[config.mk]
export PLATFORM = sky130hd
export DESIGN_NAME = frcf_sqrt
export DESIGN_NICKNAME = d
export VERILOG_FILES = /design/src/rtl/frcf_pkg.sv /design/src/rtl/frcf_sqrt.sv
export SDC_FILE = /design/constraint.sdc
export NUM_CORES = 2
export LEC_CHECK = 0
export ABC_AREA = 0
export BUFFER_PORTS_ARGS = -buffer_cell sky130_fd_sc_hd__buf_2
export CAP_MARGIN = 20
export CORE_MARGIN = 2
export CORE_UTILIZATION = 30
export CTS_BUF_LIST = sky130_fd_sc_hd__clkbuf_16
export DETAILED_ROUTE_END_ITERATION = 8
export HOLD_SLACK_MARGIN = 0.03
export SLEW_MARGIN = 20
export SYNTH_ARGS = -nofsm -noshare
export SYNTH_HDL_FRONTEND = slang
export SYNTH_SLANG_ARGS = --single-unit
[constraint.sdc]
create_clock -name clk -period 4.54 [get_ports clk]
set_input_delay 0.681 -clock clk [delete_from_list [all_inputs] [get_ports clk]]
set_output_delay 0.681 -clock clk [all_outputs]
set_load 0.03 [all_outputs]
[src/rtl/frcf_pkg.sv]
// Shared constants and helpers for the flat rotation curve force block.
package frcf_pkg;

    // Fixed point format and widths.
    localparam int FRAC_BITS = 16;
    localparam int CFG_W = 31;
    localparam int POS_W = 32;
    localparam int IDX_W = 3;

    // Register indexes of the configuration port.
    localparam logic [IDX_W-1:0] REG_TURN_RADIUS = 3'd0;
    localparam logic [IDX_W-1:0] REG_FLAT_SPEED = 3'd1;
    localparam logic [IDX_W-1:0] REG_VERT_STRENGTH = 3'd2;
    localparam logic [IDX_W-1:0] REG_SCALE_HEIGHT = 3'd3;

    // Reset values: 1.0 for three registers, 0.2 rounded to the grid for the height.
    localparam logic [CFG_W-1:0] ONE_Q = CFG_W'(64'd1 << FRAC_BITS);
    localparam logic [CFG_W-1:0] HEIGHT_RST = CFG_W'(((64'd1 << FRAC_BITS) * 2 + 5) / 10);

    // Pipeline depths.
    localparam int DIV_STEPS = 62;
    localparam int SQRT_STEPS = 32;
    localparam int FRONT_STAGES = 4;
    localparam int DIV_LAT = DIV_STEPS + 1;
    localparam int PIPE_LEN = FRONT_STAGES + DIV_LAT + SQRT_STEPS + 1;
    localparam int DIV_OUT_STAGE = FRONT_STAGES + DIV_LAT - 1;

    // Quotient cap: any quotient at or above this saturates after packing.
    localparam logic [62:0] QUO_CAP = 63'h4000_0000_0000_0000;

    // Apply a sign to a magnitude and saturate to the signed 32-bit range.
    function automatic logic [31:0] sat_pack(input logic neg, input logic [62:0] mag);
        logic [31:0] res;
        begin
            if (neg)
            begin
                if (mag >= 63'h8000_0000)
                    res = 32'h8000_0000;
                else
                    res = 32'(~mag[31:0] + 32'd1);
            end
            else
            begin
                if (mag > 63'h7FFF_FFFF)
                    res = 32'h7FFF_FFFF;
                else
                    res = mag[31:0];
            end
            return res;
        end
    endfunction

endpackage

[src/rtl/frcf_sqrt.sv]
// Pipelined integer square root, one result bit per stage.
module frcf_sqrt (
    input  logic        clk,
    input  logic        en,
    input  logic [62:0] val,
    output logic [31:0] root
);
    import frcf_pkg::*;

    logic [62:0] n_reg   [0:SQRT_STEPS-1];
    logic [63:0] res_reg [0:SQRT_STEPS-1];

    for (genvar i = 0; i < SQRT_STEPS; i++)
    begin : g_iter
        localparam logic [63:0] BIT = 64'd1 << (62 - 2 * i);
        logic [62:0] n_in;
        logic [63:0] res_in;
        logic [63:0] trial;
        logic        take;

        if (i == 0)
        begin : g_first
            assign n_in = val;
            assign res_in = '0;
        end
        else
        begin : g_next
            assign n_in = n_reg[i-1];
            assign res_in = res_reg[i-1];
        end

        assign trial = res_in + BIT;
        assign take = {1'b0, n_in} >= trial;

        always_ff @(posedge clk)
        begin
            if (en)
            begin
                n_reg[i] <= take ? 63'({1'b0, n_in} - trial) : n_in;
                res_reg[i] <= take ? ((res_in >> 1) + BIT) : (res_in >> 1);
            end
        end
    end

    assign root = res_reg[SQRT_STEPS-1][31:0];

endmodule

==> results.md <==
Floorplan:
- The overall die width is 634 um.
- The total number of placement rows is roughly 230.
- The core region is about 400000 sq um.
- In this run the vertical extent of the chip is ~630 um.
- The die footprint is roughly 400000 sq um.
- The initial utilization of the core area, before any placement, comes to 0.301.
- 97 I/O pins were placed.

Clock tree:
- The maximum root-to-sink buffer count is 4.
- The H-tree depth is 5.
- The clock network latency to the later pin of the worst-skew pair is around 0.92 ns.
- The clock-pin slew on the worst setup and hold paths is around 0.06 ns.
- The clock sink count is 2481.
- TritonCTS built the clock tree.
- The clock root buffer master is sky130_fd_sc_hd__clkbuf_16.
- The clock buffer count from CTS is approximately 270.

Min path:
- The tightest min-delay check is of the in -> reg type.

Timing:
- The number of slew-limit violations in the final report was 0.
- The final count of negative-setup-slack endpoints is 0.
- The clock period minus final worst setup slack is 4.31 ns.
- Setup repair after global routing left no endpoint under its margin.
- The relative slew slack is 0.309.
- On the final layout, the worst clock skew is just over 0.08 ns.
- Static timing analysis puts the maximum clock frequency at approximately 230 MHz.
- The number of hold violations in the final report is 0.
- In the finished design, the share of the clock period the worst path needs comes to 0.950.
- The transition time at the pin with the least slew margin is approximately 1.0 ns.
- Setup total negative slack on the finished layout was measured at 0 ns.

Setup path:
- The worst stage delay on the critical path is around 0.57 ns.
- The gate family responsible for the most delay along the worst path is simple AND/OR/NAND/NOR gates.
- In this run the worst path has a maximum fanout of 9.
- Traced cell by cell, the critical path runs through ha_1, nand4_1, or4_1, or4_1, o211a_1, o221a_2, a2111oi_0, buf_4, a21boi_1, nand3b_1, xnor2_1.
- The critical path start-end classification is reg -> reg.
- The element type at the critical path end is a flip-flop.
- At the worst endpoint, the required time is about 5.2 ns.
- The cell type with the highest occurrence count on the critical path is sky130_fd_sc_hd__or4_1.
- The category of the worst setup path launch point is a flip-flop.
- The number of buffers and inverters on the critical path is 1.
- The critical path's slowest cell is sky130_fd_sc_hd__or4_1.
- Data on the critical path arrives at its endpoint at a little under 5 ns.

Placed design:
- During placement, the flow inserted port buffers numbering 96.
- The half-perimeter wire length after detailed placement is ~210 mm.
- At the end of routability-driven placement, the weighted congestion stood at roughly 0.89.

Global route:
- The via count of the first global-routing pass is 73926.
- After global routing the overflow that remains totals 0.
- Entering global routing, the biggest net connects 170 pins.
- The first global-routing pass estimated 430 mm of wire.
- The total global-route track usage is 0.136.
- The number of antenna violations at the first check in global routing is 6.

Routing:
- The detailed router finished its first iteration with 5400 violations.
- In the routed layout, each cell is associated on average with a via count of roughly 4.8.
- After detailed routing, the average wire length per cell comes to about 18 um.
- The pre-antenna-repair detailed-routing pass consisted of 5 iterations.
- The detail route stage leaves a number of antenna-violating nets equal to 0.
- The final routed DRC violation total is 0.
- Across all layers, the routed design uses approximately 74000 vias.
- The sum of routed wire length over all layers is about 280 mm.

Synth:
- The number of warnings reported in the yosys synthesis log is 0.
- The proportion of register bits with asynchronous set or reset after synthesis is 0.
- Dividing the synthesized area by the synthesized cell count gives roughly 13 sq um.
- Of the post-synthesis cell area, the dominant cell type holds 0.625.
- In the synthesized netlist the dominant register cell turns out to be sky130_fd_sc_hd__edfxtp_1.
- Yosys instantiated no cell more often than sky130_fd_sc_hd__edfxtp_1.
- The synthesis-stage register bit count is 2481.
- Of the synthesized area, sequential elements account for 0.625.
- Synthesis produced a netlist whose cell count is approximately 9500.
- The biggest area consumer among synthesized cells is sky130_fd_sc_hd__edfxtp_1.
- Yosys attributes the largest share of cell area to sky130_fd_sc_hd__edfxtp_1 (63%), sky130_fd_sc_hd__ha_1 (5.8%), sky130_fd_sc_hd__xnor2_1 (3.2%).
- The area of the mapped netlist is roughly 120000 sq um.
- The synthesized netlist contains 91 unique library cells.
- After synthesis, the most frequently instantiated cells are sky130_fd_sc_hd__edfxtp_1 (2481), sky130_fd_sc_hd__inv_1 (699), sky130_fd_sc_hd__a21oi_1 (624), sky130_fd_sc_hd__nor2_1 (620), sky130_fd_sc_hd__nand2_1 (613).
- Counting every net in the synthesized netlist gives around 10000.
- Yosys mapped a number of flops with a built-in enable equal to approximately 2500.

Outcome:
- The flow ran to the end, and the final reports show no timing, DRC or antenna violations.

Job:
- Across the run, the number of max-cap violations was 0.

Final layout:
- The final design utilization is 0.344.
- The proportion of layout cells with a drive suffix above 1 is 0.0777.
- The flip-flop count of the largest register, all copies and words added is 1953.
- Fill cells in the final layout number around 39000.
- At the end of the flow, the number of nets in the layout was 10514.
- The area growth from synthesis to layout is 14.1%.

Power:
- The worst supply voltage drop on vdd is roughly 340 uV.
- Summed over all cells, the static leakage comes to about 0.050 uW.
- The power per cell area is between 500 and 600 nW/um^2.
[power breakdown]
part	leakage [uW]	internal [uW]	switching, uW	total, uW
Combinational	0.0219	6300	9070	15400
Clock	0.00434	12200	9030	21300
Sequential	0.0239	29300	2450	31700
[cell type report]
| cell class | count | area, sq um | share of cell area |
|---|---|---|---|
| Inverter | 703 | 2640 | 0.0194 |
| Tap cell | 5242 | 6560 | 0.0482 |
| Multi-Input combinational cell | 6138 | 41400 | 0.304 |
| Clock inverter | 195 | 1670 | 0.0123 |
| Antenna cell | 5 | 12.5 | 0.0000920 |
| Sequential cell | 2481 | 74500 | 0.548 |
| Timing Repair Buffer | 301 | 2390 | 0.0176 |
| Clock buffer | 273 | 6830 | 0.0502 |
[what timing repair did]
| action | in CTS | in global routing |
|---|---|---|
| endpoints found under the setup margin | 0 | 7 |
| buffers inserted | 0 | 0 |
| hold buffers | 63 | 0 |
| hold endpoints to repair | 63 | 0 |
| resized for setup | 0 | 2 |
[cell usage in the layout (no fill, tap or decap), types with 38 or more instances in the layout]
cell type	instances
sky130_fd_sc_hd__a211oi_1	59
sky130_fd_sc_hd__a21o_1	189
sky130_fd_sc_hd__a21oi_1	622
sky130_fd_sc_hd__a31oi_1	48
sky130_fd_sc_hd__and3_1	56
sky130_fd_sc_hd__buf_2	95
sky130_fd_sc_hd__buf_4	126
sky130_fd_sc_hd__clkbuf_16	273
sky130_fd_sc_hd__clkinv_1	50
sky130_fd_sc_hd__dlygate4sd3_1	63
sky130_fd_sc_hd__edfxtp_1	2481
sky130_fd_sc_hd__ha_1	556
sky130_fd_sc_hd__inv_1	749
sky130_fd_sc_hd__mux2_2	80
sky130_fd_sc_hd__nand2_1	613
sky130_fd_sc_hd__nand2b_1	91
sky130_fd_sc_hd__nand3_1	163
sky130_fd_sc_hd__nand4_1	141
sky130_fd_sc_hd__nor2_1	619
sky130_fd_sc_hd__nor2b_1	83
sky130_fd_sc_hd__nor3_1	246
sky130_fd_sc_hd__nor4_1	322
sky130_fd_sc_hd__nor4b_1	46
sky130_fd_sc_hd__o211ai_1	38
sky130_fd_sc_hd__o21a_1	94
sky130_fd_sc_hd__o21ai_0	463
sky130_fd_sc_hd__o21bai_1	68
sky130_fd_sc_hd__o31ai_1	48
sky130_fd_sc_hd__or3_1	114
sky130_fd_sc_hd__or4_1	81
sky130_fd_sc_hd__xnor2_1	431
sky130_fd_sc_hd__xor2_1	421
[metrics by stage]
stage / power (uW) / hold slack (ns) / setup slack (ns) / std cells / area (sq um)
2_1_floorplan: 42000 / 0.417 / 0.906 / 9521 / 119000
3_3_place_gp: 47400 / 0.428 / 0.268 / 14802 / 127000
3_5_place_dp: 47500 / 0.425 / 0.201 / 14802 / 127000
4_1_cts: 69000 / 0.218 / 0.182 / 15333 / 136000
5_1_grt: 71900 / 0.264 / 0.00388 / 15335 / 136000
6_report: 68400 / 0.348 / 0.228 / 15338 / 136000
[cell families after synthesis]
family / count (synthesis) / share of synthesized area
and+or+nand+nor: 2775 / 0.120
DFF: 2481 / 0.625
AOI/OAI and AO/OA: 1860 / 0.0963
buffers and inverters: 902 / 0.0285
xor gates and xnor gates: 852 / 0.0626
adders and majority gates: 557 / 0.0585
muxes: 93 / 0.00865
other: 1 / 0.0000315
[metal layers]
layer  track usage  vias to the layer above  wire [um]
met5             0                        -          7
met4        0.0496                        2      10300
met3        0.0160                      503      10500
met2         0.254                     1590     146000
met1         0.159                    35707     113000
li1              -                    36515          -
[final timing paths]
path | cells past startpoint | slack, ns | endpoint | start
setup / recovery | 11 | 0.23 | n_reg[30][55]$_DFFE_PP_ | n_reg[29][24]$_DFFE_PP_
hold / removal | 1 | 0.35 | n_reg[23][32]$_DFFE_PP_ | en
setup reg to reg | 11 | 0.23 | n_reg[30][55]$_DFFE_PP_ | n_reg[29][24]$_DFFE_PP_
hold reg to reg | 0 | 0.40 | res_reg[10][32]$_DFFE_PP_ | res_reg[9][97]$_DFFE_PP_
Power figures use the tool's default switching activity.
